## src/hdl/assert_macros.svh

```systemverilog
// Assertion macros for the RTL files; shtv_core includes them.
// Define NO_ASSERTIONS to compile them out.
`ifndef ASSERT_MACROS_SVH
`define ASSERT_MACROS_SVH

`ifndef NO_ASSERTIONS

// Check prop at every clock edge outside reset.
`define ASSERT_ALWAYS(lbl, clk, rst, prop) \
   lbl: assert property (@(posedge clk) disable iff (rst) (prop)) \
      else $error("assertion failed");

// Check that cons holds whenever ante holds, outside reset.
`define ASSERT_IMPLY(lbl, clk, rst, ante, cons) \
   lbl: assert property (@(posedge clk) disable iff (rst) (ante) |-> (cons)) \
      else $error("assertion failed");

`else

`define ASSERT_ALWAYS(lbl, clk, rst, prop)
`define ASSERT_IMPLY(lbl, clk, rst, ante, cons)

`endif

`endif

```

## src/hdl/shtv_pkg.sv

```systemverilog
`default_nettype none

package shtv_pkg;

   // line buffer size; a chunk closes after LINE_BUFFER-1 bytes
   localparam int LINE_BUFFER = 256;
   localparam int LEN_W       = $clog2(LINE_BUFFER);
   localparam logic [LEN_W-1:0] CHUNK_MAX = LEN_W'(LINE_BUFFER - 1);

   localparam int LIMIT_W = 10;
   localparam logic [LIMIT_W-1:0] LIMIT_RESET = 10'd40;

   // offset of the field separator after the hex code
   localparam logic [3:0] HEX_DIGITS = 4'd8;
   localparam logic [3:0] LEAD_MAX   = 4'd9;

   localparam logic [7:0] CHAR_LBRACKET = 8'h5B;
   localparam logic [7:0] CHAR_RBRACKET = 8'h5D;
   localparam logic [7:0] CHAR_SPACE    = 8'h20;
   localparam logic [7:0] CHAR_TAB      = 8'h09;
   localparam logic [7:0] CHAR_NL       = 8'h0A;
   localparam logic [7:0] CHAR_CR       = 8'h0D;

   // register byte addresses (paddr bit 2 selects the register slot)
   localparam int ADDR_W = 3;
   localparam logic [ADDR_W-1:0] ADDR_LINE_LIMIT = 3'd0;

   typedef enum logic [1:0] {
      STATUS_OK        = 2'd0,
      STATUS_SECTION   = 2'd1,
      STATUS_CODE_LINE = 2'd2,
      STATUS_EMPTY     = 2'd3
   } status_type;

   typedef struct packed {
      logic [LEN_W-1:0] length;
      logic [3:0]       lead_offset;
      logic             in_leading_blank;
      logic             hex_good;
      logic             ninth_is_space;
      logic             tail_after_ninth;
      logic             starts_bracket;
      logic             close_bracket_seen;
      logic             has_content;
   } chunk_type;

   typedef struct packed {
      logic [LIMIT_W-1:0] chunks_done;
      logic               section_found;
      status_type         verdict;
      logic               halted;
      logic               any_byte;
   } file_type;

   typedef struct packed {
      status_type         status;
      logic [LIMIT_W-1:0] lines_examined;
   } result_type;

   localparam chunk_type CHUNK_RESET = '{
      length: '0, lead_offset: '0, in_leading_blank: 1'b1, hex_good: 1'b1,
      ninth_is_space: 1'b0, tail_after_ninth: 1'b0, starts_bracket: 1'b0,
      close_bracket_seen: 1'b0, has_content: 1'b0};

   localparam file_type FILE_RESET = '{
      chunks_done: '0, section_found: 1'b0, verdict: STATUS_OK,
      halted: 1'b0, any_byte: 1'b0};

   function automatic logic is_hex_digit(input logic [7:0] c);
      return (c >= 8'h30 && c <= 8'h39) || (c >= 8'h61 && c <= 8'h66) ||
             (c >= 8'h41 && c <= 8'h46);
   endfunction

   function automatic logic is_trimmed(input logic [7:0] c);
      return (c == CHAR_NL) || (c == CHAR_CR) || (c == CHAR_SPACE);
   endfunction

endpackage

`default_nettype wire

```

## src/hdl/shtv_csr.sv

```systemverilog
`default_nettype none

module shtv_csr (
   input  wire logic                          clock,
   input  wire logic                          reset,
   input  wire logic                          psel,
   input  wire logic                          penable,
   input  wire logic                          pwrite,
   input  wire logic [shtv_pkg::ADDR_W-1:0]   paddr,
   input  wire logic [31:0]                   pwdata,
   output logic      [31:0]                   prdata,
   output logic                               pready,
   output logic      [shtv_pkg::LIMIT_W-1:0]  line_limit
);

   logic [shtv_pkg::LIMIT_W-1:0] limit_ff;
   logic [shtv_pkg::LIMIT_W-1:0] limit_in;
   logic                         hit;

   assign hit = (paddr[2] == shtv_pkg::ADDR_LINE_LIMIT[2]);

   always_comb begin
      limit_in = limit_ff;
      if (psel && penable && pwrite && hit) begin
         limit_in = pwdata[shtv_pkg::LIMIT_W-1:0];
      end
   end

   always_ff @(posedge clock) begin
      if (reset) begin
         limit_ff <= shtv_pkg::LIMIT_RESET;
      end else begin
         limit_ff <= limit_in;
      end
   end

   assign pready     = 1'b1;
   assign prdata     = hit ? {{(32 - shtv_pkg::LIMIT_W){1'b0}}, limit_ff} : 32'd0;
   assign line_limit = limit_ff;

endmodule

`default_nettype wire

```

## src/hdl/shtv_core.sv

```systemverilog
`default_nettype none

`include "assert_macros.svh"

module shtv_core (
   input  wire logic                          clock,
   input  wire logic                          reset,
   input  wire logic                          accept,
   input  wire logic [7:0]                    ch,
   input  wire logic                          has_char,
   input  wire logic                          end_of_file,
   input  wire logic [shtv_pkg::LIMIT_W-1:0]  line_limit,
   output logic                               result_valid,
   output shtv_pkg::result_type               result
);

   shtv_pkg::chunk_type chunk_ff, chunk_in, upd;
   shtv_pkg::file_type  file_ff, file_in;
   logic                take;
   logic                byte_close;
   logic                close_req;
   logic [shtv_pkg::LIMIT_W-1:0] done_inc;

   assign take     = has_char && !file_ff.halted;
   assign done_inc = file_ff.chunks_done + 1'b1;

   always_comb begin
      upd        = chunk_ff;
      file_in    = file_ff;
      byte_close = 1'b0;
      result     = '{status: shtv_pkg::STATUS_OK, lines_examined: '0};

      if (take) begin
         if (chunk_ff.length == '0) begin
            upd.starts_bracket = (ch == shtv_pkg::CHAR_LBRACKET);
         end
         if (ch == shtv_pkg::CHAR_RBRACKET) begin
            upd.close_bracket_seen = 1'b1;
         end
         if (!shtv_pkg::is_trimmed(ch)) begin
            upd.has_content = 1'b1;
         end
         if (!(chunk_ff.in_leading_blank &&
               (ch == shtv_pkg::CHAR_SPACE || ch == shtv_pkg::CHAR_TAB))) begin
            upd.in_leading_blank = 1'b0;
            if (chunk_ff.lead_offset < shtv_pkg::HEX_DIGITS) begin
               if (!shtv_pkg::is_hex_digit(ch)) begin
                  upd.hex_good = 1'b0;
               end
            end else if (chunk_ff.lead_offset == shtv_pkg::HEX_DIGITS) begin
               upd.ninth_is_space = (ch == shtv_pkg::CHAR_SPACE);
            end else if (chunk_ff.ninth_is_space && !shtv_pkg::is_trimmed(ch)) begin
               upd.tail_after_ninth = 1'b1;
            end
            if (chunk_ff.lead_offset < shtv_pkg::LEAD_MAX) begin
               upd.lead_offset = chunk_ff.lead_offset + 1'b1;
            end
         end
         upd.length = chunk_ff.length + 1'b1;
         byte_close = (ch == shtv_pkg::CHAR_NL) || (upd.length >= shtv_pkg::CHUNK_MAX);
      end

      if (has_char) begin
         file_in.any_byte = 1'b1;
      end

      // at most one chunk closes per transaction: a byte close leaves length zero
      close_req = !file_ff.halted &&
                  (byte_close || (end_of_file && upd.length != '0));

      chunk_in = upd;
      if (close_req) begin
         chunk_in = shtv_pkg::CHUNK_RESET;
         if (file_ff.chunks_done >= line_limit) begin
            file_in.halted = 1'b1;
         end else begin
            file_in.chunks_done = done_inc;
            if (upd.has_content) begin
               if (upd.starts_bracket) begin
                  file_in.section_found = 1'b1;
                  if (!upd.close_bracket_seen) begin
                     file_in.verdict = shtv_pkg::STATUS_SECTION;
                     file_in.halted  = 1'b1;
                  end
               end else if (upd.ninth_is_space && upd.tail_after_ninth &&
                            !upd.hex_good) begin
                  file_in.verdict = shtv_pkg::STATUS_CODE_LINE;
                  file_in.halted  = 1'b1;
               end
            end
            if (done_inc >= line_limit) begin
               file_in.halted = 1'b1;
            end
         end
      end

      priority if (!file_in.any_byte) begin
         result.status = shtv_pkg::STATUS_EMPTY;
      end else if (!file_in.section_found && file_in.chunks_done != '0) begin
         result.status = shtv_pkg::STATUS_SECTION;
      end else begin
         result.status = file_in.verdict;
      end
      result.lines_examined = file_in.chunks_done;

      if (end_of_file) begin
         file_in  = shtv_pkg::FILE_RESET;
         chunk_in = shtv_pkg::CHUNK_RESET;
      end
   end

   assign result_valid = accept && end_of_file;

   always_ff @(posedge clock) begin
      if (reset) begin
         chunk_ff <= shtv_pkg::CHUNK_RESET;
         file_ff  <= shtv_pkg::FILE_RESET;
      end else if (accept) begin
         chunk_ff <= chunk_in;
         file_ff  <= file_in;
      end
   end

   `ASSERT_IMPLY(a_halted_chunk_empty, clock, reset, file_ff.halted, chunk_ff.length == '0)
   `ASSERT_ALWAYS(a_lead_bound, clock, reset, chunk_ff.lead_offset <= shtv_pkg::LEAD_MAX)
   `ASSERT_ALWAYS(a_length_bound, clock, reset, chunk_ff.length < shtv_pkg::CHUNK_MAX)
   `ASSERT_IMPLY(a_blank_no_offset, clock, reset, chunk_ff.in_leading_blank, chunk_ff.lead_offset == '0)

endmodule

`default_nettype wire

```

## src/hdl/shtv_out_reg.sv

```systemverilog
`default_nettype none

module shtv_out_reg (
   input  wire logic                  clock,
   input  wire logic                  reset,
   input  wire logic                  load,
   input  wire shtv_pkg::result_type  load_data,
   output logic                       free,
   output logic                       out_valid,
   input  wire logic                  out_ready,
   output shtv_pkg::result_type       out_data
);

   logic                 valid_ff, valid_in;
   shtv_pkg::result_type data_ff, data_in;

   // slot is free when empty or being drained this cycle
   assign free = !valid_ff || out_ready;

   always_comb begin
      valid_in = valid_ff;
      data_in  = data_ff;
      if (valid_ff && out_ready) begin
         valid_in = 1'b0;
      end
      if (load) begin
         valid_in = 1'b1;
         data_in  = load_data;
      end
   end

   always_ff @(posedge clock) begin
      if (reset) begin
         valid_ff <= 1'b0;
      end else begin
         valid_ff <= valid_in;
      end
   end

   always_ff @(posedge clock) begin
      data_ff <= data_in;
   end

   assign out_valid = valid_ff;
   assign out_data  = data_ff;

endmodule

`default_nettype wire

```

## src/hdl/sectioned_hex_text_validator_unit.sv

```systemverilog
// A verdict is on rsp_valid in the cycle after the end-of-file transaction.
// One byte is taken per cycle while req_ready is high; the chunk and file state update on each accepted transaction.
// The result register holds one verdict; input stalls only while it is full and not taken.
// Reset (synchronous, active high): per-file state cleared, line_limit returns to 40,
// result register emptied. No clearing pass; the block accepts bytes right after reset.
`default_nettype none

module sectioned_hex_text_validator_unit (
   input  wire logic                          clock,
   input  wire logic                          reset,
   // byte stream
   input  wire logic                          req_valid,
   output logic                               req_ready,
   input  wire logic [7:0]                    req_ch,
   input  wire logic                          req_has_char,
   input  wire logic                          req_end_of_file,
   // verdict
   output logic                               rsp_valid,
   input  wire logic                          rsp_ready,
   output logic      [1:0]                    rsp_status,
   output logic      [shtv_pkg::LIMIT_W-1:0]  rsp_lines_examined,
   // register port
   input  wire logic                          psel,
   input  wire logic                          penable,
   input  wire logic                          pwrite,
   input  wire logic [shtv_pkg::ADDR_W-1:0]   paddr,
   input  wire logic [31:0]                   pwdata,
   output logic      [31:0]                   prdata,
   output logic                               pready
);

   logic                         accept;
   logic                         slot_free;
   logic                         result_valid;
   logic [shtv_pkg::LIMIT_W-1:0] line_limit;
   shtv_pkg::result_type         result;
   shtv_pkg::result_type         rsp_data;

   // Hold the line_limit register; writes complete in the access phase.
   shtv_csr u_csr (
      .clock      (clock),
      .reset      (reset),
      .psel       (psel),
      .penable    (penable),
      .pwrite     (pwrite),
      .paddr      (paddr),
      .pwdata     (pwdata),
      .prdata     (prdata),
      .pready     (pready),
      .line_limit (line_limit)
   );

   // Accept a byte whenever the result slot can take a verdict this cycle;
   // a byte without end of file never needs the slot but is gated the same
   // way to keep the handshake simple and ordered.
   assign req_ready = slot_free;
   assign accept    = req_valid && req_ready;

   // Advance the chunk and file state once per accepted transaction.
   shtv_core u_core (
      .clock        (clock),
      .reset        (reset),
      .accept       (accept),
      .ch           (req_ch),
      .has_char     (req_has_char),
      .end_of_file  (req_end_of_file),
      .line_limit   (line_limit),
      .result_valid (result_valid),
      .result       (result)
   );

   // Hold the verdict until the consumer takes it.
   shtv_out_reg u_out (
      .clock     (clock),
      .reset     (reset),
      .load      (result_valid),
      .load_data (result),
      .free      (slot_free),
      .out_valid (rsp_valid),
      .out_ready (rsp_ready),
      .out_data  (rsp_data)
   );

   assign rsp_status         = rsp_data.status;
   assign rsp_lines_examined = rsp_data.lines_examined;

endmodule

`default_nettype wire

```

## config.mk

```make
export PLATFORM = sky130hd
export DESIGN_NAME = sectioned_hex_text_validator_unit
export DESIGN_NICKNAME = d
export VERILOG_FILES = /design/src/hdl/shtv_pkg.sv /design/src/hdl/shtv_csr.sv /design/src/hdl/shtv_core.sv /design/src/hdl/shtv_out_reg.sv /design/src/hdl/sectioned_hex_text_validator_unit.sv
export VERILOG_INCLUDE_DIRS = /design/src /design/src/hdl
export SDC_FILE = /design/constraint.sdc
export NUM_CORES = 1
export LEC_CHECK = 0
export ABC_CLOCK_PERIOD_IN_PS = 7400
export BUFFER_PORTS_ARGS = -buffer_cell sky130_fd_sc_hd__buf_2
export CAP_MARGIN = 20
export CORE_UTILIZATION = 55
export CTS_BUF_LIST = sky130_fd_sc_hd__clkbuf_4
export CTS_CLUSTER_DIAMETER = 200
export DETAILED_ROUTE_END_ITERATION = 10
export PLACE_DENSITY = 0.78
export SLEW_MARGIN = 10
export SYNTH_ARGS = -nofsm -noshare
export SYNTH_HDL_FRONTEND = slang
export SYNTH_SLANG_ARGS = --single-unit
```

## constraint.sdc

```tcl
create_clock -name clock -period 7.4 [get_ports clock]
set_clock_uncertainty 0.15 [all_clocks]
set_input_delay 0.74 -clock clock [delete_from_list [all_inputs] [get_ports clock]]
set_output_delay 0.74 -clock clock [all_outputs]
set_load 0.05 [all_outputs]
```

# == After elaboration in Yosys (flattened, before gate mapping) ==
# Index checks and enable logic that the tools add are counted.
# word_totals
register_bits,57
input_bits,52
output_inout_bits,47
elab_cells,117
# op_classes
add_sub_neg,3
n_lt_le_gt_ge,11
n_eq_ne,9
n_mux,30
n_bitwise,2
reduce_logical,43
# op_table
op,n
$mux 19,3
$eq 8x4->1 const B,3
$ge 10x10->1,2
$logic_and 1x1->1,17
$eq 8x7->1 const B,2
$ge 8x7->1 const B,2
$le 8x7->1 const B,2
$mux 1,15
$mux 15,1
$mux 14,1
$mux 13,1
$add 10x1->10 const B,1
$mux 10,1
$reduce_bool 10->1,1
$mux 3,3
$add 8x1->8 const B,1
$eq 8x6->1 const B,1
$ge 8x6->1 const B,1
$ge 8x8->1 const B,1
$le 8x6->1 const B,1
$logic_not 8->1,1
$logic_or 1x1->1,8
$lt 4x4->1 const B,2
$mux 4,2
17 further kinds,25

# == Logic depth before layout (Yosys ltp) ==
# logic_depth
word_depth,21
mapped_depth,10

# == Modules after synthesis ==
# Synthesis repeated with hierarchy kept, for this count alone.
# hier_totals
hier_cells,484
area_unflattened_um2,4017.6
# modules_own_cells
module,n_inst,cells_each,area_each_um2
shtv_core,1,387,2914.0
shtv_csr,1,80,690.7
shtv_out_reg,1,16,406.6
sectioned_hex_text_validator_unit,1,1,6.3

# == Worst setup path before layout ==
# No wires, ideal clock.
# synth_timing
path_type,input port to flip-flop
start,input req_ch[2]
end,register u_out.data_ff (netlist bit u_out.out_data[11]) (data pin)
setup_ns,0.262
t_arrival_ns,2.615
t_required_ns,6.988
path_slack_ns,4.373
path_stages,8
n_path_buf,1
cell_sequence,buf_2 > or4b_2 > nor3_1 > o21a_1 > nor4_1 > o2111a_1 > a32o_1 > a2bb2oi_1
# synth_between
elab_chain_cells,18
word_cells_on_any_way,52
cone_classes,order compare: 6; eq/ne: 6; mux: 20; reduce/logical: 20
# synth_lines
item,line,source
start: declaration,sectioned_hex_text_validator_unit.sv:14,"input wire logic [7:0] req_ch,"
branches (longest 16 deep; another with $ge 8x6->1),--,
$mux 14 *,shtv_core.sv:72,if (close_req) begin
$mux 2 *,shtv_core.sv:99,end else if (!file_in.section_found && file_in.chunks_done != '0) begin
end signal: assignment,shtv_out_reg.sv:41,data_ff <= data_in;
end: declaration,shtv_out_reg.sv:15,"shtv_pkg::result_type data_ff, data_in;"
# Mark *: on every way between the ends. The select of a mux whose other input is x is not followed.
# A chain may end at the register's enable or synchronous reset.

# == Worst setup path in the final report ==
# layout_timing
start,register u_core.file_ff[5] (netlist bit)
end,register u_out.data_ff (netlist bit u_out.out_data[10]) (data pin)
# layout_between
elab_chain_cells,6
word_cells_on_any_way,8
cone_classes,add/sub: 1; order compare: 1; mux: 2; reduce/logical: 4
# layout_lines
item,line,source
start: declaration,shtv_core.sv:18,"shtv_pkg::file_type file_ff, file_in;"
start signal: assignment,shtv_core.sv:117,file_ff <= shtv_pkg::FILE_RESET;
start signal: assignment,shtv_core.sv:120,file_ff <= file_in;
$add 10x1->10 / $ge 10x10->1 (equally long branches),"shtv_core.sv:25, shtv_core.sv:74",
$mux 13,shtv_core.sv:74,if (file_ff.chunks_done >= line_limit) begin
$mux 14 *,shtv_core.sv:72,
$reduce_bool 10->1 / $logic_not 1->1 (equally long branches),shtv_core.sv:99,
$logic_and 1x1->1,shtv_core.sv:99,
$reduce_or 2->1 (no line),--,
# Every way passes the cells marked *; elsewhere a longest branch is shown, timed or not. The select of a mux whose other input is x is not followed.

==> impl_metrics.py <==
metrics = {
    "drt": {
        "wl_per_cell_um": 14.9,
        "dr_total_vias": 3738,
        "ant_nets": 0,
        "wl_um": 9470,
        "vias_per_cell": 5.90,
        "first_pass_iters": 5,
        "drc": 0,
        "drtIter0Drc": 315,
    },
    "critical_path": {
        "crit_type": "reg2reg",
        "arrival_ns": 3.30,
        "cp-start-kind": "register",
        "reg2regPathDepth": 8,
        "cp.required_ns": 7.40,
        "reg2reg_slack_ns": 4.09,
        "r2r-end": "u_out.out_data[10]",
        "cp_max_fo": 7,
        "r2r-start": "u_core.file_ff[5]",
        "cp-end-kind": "register",
        "worstSetupStartpoint": "u_core.file_ff[5]",
    },
    "yosys": {
        "yosys-top-cells-area": "dfxtp_1 (22%), edfxtp_1 (8.8%), ha_1 (7.9%)",
        "ys_seq_elements": 57,
        "synthCells": 498,
        "synth_area_mm2": 0.00409,
        "synth_common_cells": "nand2_1 (47), dfxtp_1 (45), a21oi_1 (41)",
        "yosysTopAreaCell": "dfxtp_1",
        "synthArstFlopShare": 0,
        "synth_edf_count": 12,
        "avgSynthCellArea_um2": 8.22,
        "yosys_warnings": 0,
        "ys.flop_type": "dfxtp_1",
        "synth_top_cell_area_share": 0.220,
        "synthDistinctLibCells": 74,
        "yosysSeqAreaShare": 0.308,
        "yosysMostFrequentCell": "nand2_1",
    },
    "cts": {
        "clock_latency_ns": 0.41,
        "cts_resized": 0,
        "clkTransAtPathRegs_ns": 0.09,
        "clock_sinks": 57,
        "cts.hold.buffers_added": 0,
        "tritoncts": "done",
        "cts-htree-levels": 3,
        "cts_root_buf": "clkbuf_4",
        "cts_buffers": 9,
        "ctsLongestPathBuffers": 2,
        "cts_setup_buffers": 0,
    },
    "cells_and_area": {
        "instances_no_fill": 634,
        "nNetsFinal": 608,
        "finalInstanceArea_mm2": 0.00435,
        "drive_gt1_frac": 0.159,
        "fillers": 674,
        "area_growth_pct": 6.18,
        "regArea_mm2": 0.00126,
        "multi_input_area_mm2": 0.00251,
    },
    "place": {
        "place_congestion": 0.911,
        "port_buffers": 51,
        "hpwlAfterDp_um": 6640,
        "dp_cells": 618,
        "placed_area_mm2": 0.00424,
    },
    "floorplanning": {
        "core_area_mm2": 0.00721,
        "rows": 31,
        "dieArea_mm2": 0.00779,
        "initial_core_util": 0.567,
        "ioPinCount": 99,
        "die_h_um": 88.3,
        "die_w_um": 88.3,
    },
    "power": {
        "switching_share": 0.314,
        "p_comb_frac": 0.176,
        "ir_worst_vdd_mv": 0.0980,
        "switchingPower_w": 0.000196,
        "cellPowerDensity_mw_per_mm2": 144,
        "power_w": 0.000624,
        "pwr-share-clk": 0.302,
        "p_int_w": 0.000428,
        "seqPwrFrac": 0.522,
        "p_leak_nw": 1.71,
    },
    "worst_hold_path": {
        "holdPathEnd": "u_core.chunk_ff[2]",
        "hold_class": "reg2reg",
        "hold_depth": 2,
        "holdCritStartpoint": "u_core.chunk_ff[2]",
    },
    "sta": {
        "fin_crit_ns": 3.31,
        "setup_viol": 0,
        "finalSetupTns_ns": 0,
        "whs_ns": 0.310,
        "finalCritPeriodShare": 0.447,
        "max_slew_margin": 0.253,
        "slew_violations": 0,
        "max_freq_ghz": 0.303,
        "hold_viol_final": 0,
        "worst_pin_slew_ns": 1.12,
        "rsz0062_at_grt": "false",
    },
    "grt": {
        "grt.total_usage": 0.256,
        "grt_max_degree": 38,
        "grt_pass1_wl_um": 15300,
        "gr-total-overflow": 0,
        "grt_pass1_vias": 3182,
        "antenna_found_initial": 0,
    },
    "job": {
        "cap_violations": 0,
    },
    "outcome": {
        "status": "complete, no violations",
    },
}
## cells by family after synthesis
kind of cell / Yosys count / share of synthesized area
flops: 57 / 0.308
compound gates: 123 / 0.203
simple gates: 190 / 0.254
buf+inv: 75 / 0.0984
xor+xnor: 22 / 0.0471
mux: 3 / 0.00734
fa+ha+maj: 26 / 0.0795
other cells: 2 / 0.00183
## final cells by class
| type | instances | share of cell area |
|---|---|---|
| Antenna cell | 1 | 0.000576 |
| Clock buffer | 13 | 0.0225 |
| Clock inverter | 2 | 0.00173 |
| Inverter | 24 | 0.0207 |
| Multi-Input combinational cell | 387 | 0.577 |
| Sequential cell | 57 | 0.290 |
| Tap cell | 99 | 0.0285 |
| Timing Repair Buffer | 51 | 0.0587 |
## worst max-delay path, cell delays in order (launching register included)
cell and delay (ns):
dfxtp_1 0.47, ha_1 0.34, nand3_4 0.14, xnor2_1 0.18
or4_1 0.48, or4_1 0.47, a2111oi_2 0.32, a21oi_1 0.12
a221o_1 0.37
## metal layers
metal  track usage  vias to the layer above  wire [um]
li1              -                     1825          -
met1         0.353                     1748       4390
met2         0.403                      139       4280
met3        0.0392                       26        554
met4         0.101                        0        237
met5             0                        -          0
## sequential cells by signal, indices dropped and copies added, names as in the netlist
register and cells:
u_core.chunk_ff 19, u_core.file_ff 15, u_csr.line_limit 10, u_out.out_data 12, u_out.out_valid 1
## through the flow
step	util	worst slack, ns
after floorplan	-	4.37
after global placement	0.587	3.88
after detailed placement	0.587	3.84
after CTS	0.602	4.15
after global routing	0.602	3.93
final	0.602	4.09
## placed cells by master, fill, tap and decap left out, types with 8 or more instances in the layout
cell type   n
inv_1      23
nor2_1     36
a21oi_1    41
conb_1     23
a31oi_1     9
xnor2_1    15
clkbuf_4   13
nand2_1    47
nor3_1     16
ha_1       26
nand2b_1    8
nand3_1    20
o21ai_0    22
dfxtp_1    45
edfxtp_1   12
buf_2      51
## power groups by stage
| stage | Sequential (W) | Combinational, W | Clock (W) |
|---|---|---|---|
| final | 0.000326 | 0.000110 | 0.000188 |
| after global routing | 0.000327 | 0.000118 | 0.000205 |
| after CTS | 0.000326 | 0.000109 | 0.000190 |
| after detailed placement | 0.000333 | 0.000109 | 0 |
| after global placement | 0.000333 | 0.000107 | 0 |
| after floorplan | 0.000343 | 0.0000842 | 0 |
## how the worst max path moves through the flow
| stage | slack (ns) | cells past startpoint | endpoint |
|---|---|---|---|
| 2_1_floorplan | 4.37 | 8 | u_out.out_data[11] |
| 3_3_place_gp | 3.88 | 8 | u_out.out_data[11] |
| 3_5_place_dp | 3.84 | 8 | u_out.out_data[11] |
| 4_1_cts | 4.15 | 8 | u_out.out_data[10] |
| 5_1_grt | 3.93 | 8 | u_out.out_data[10] |
| 6_report | 4.09 | 8 | u_out.out_data[10] |
(Power assumes the default switching activity.)
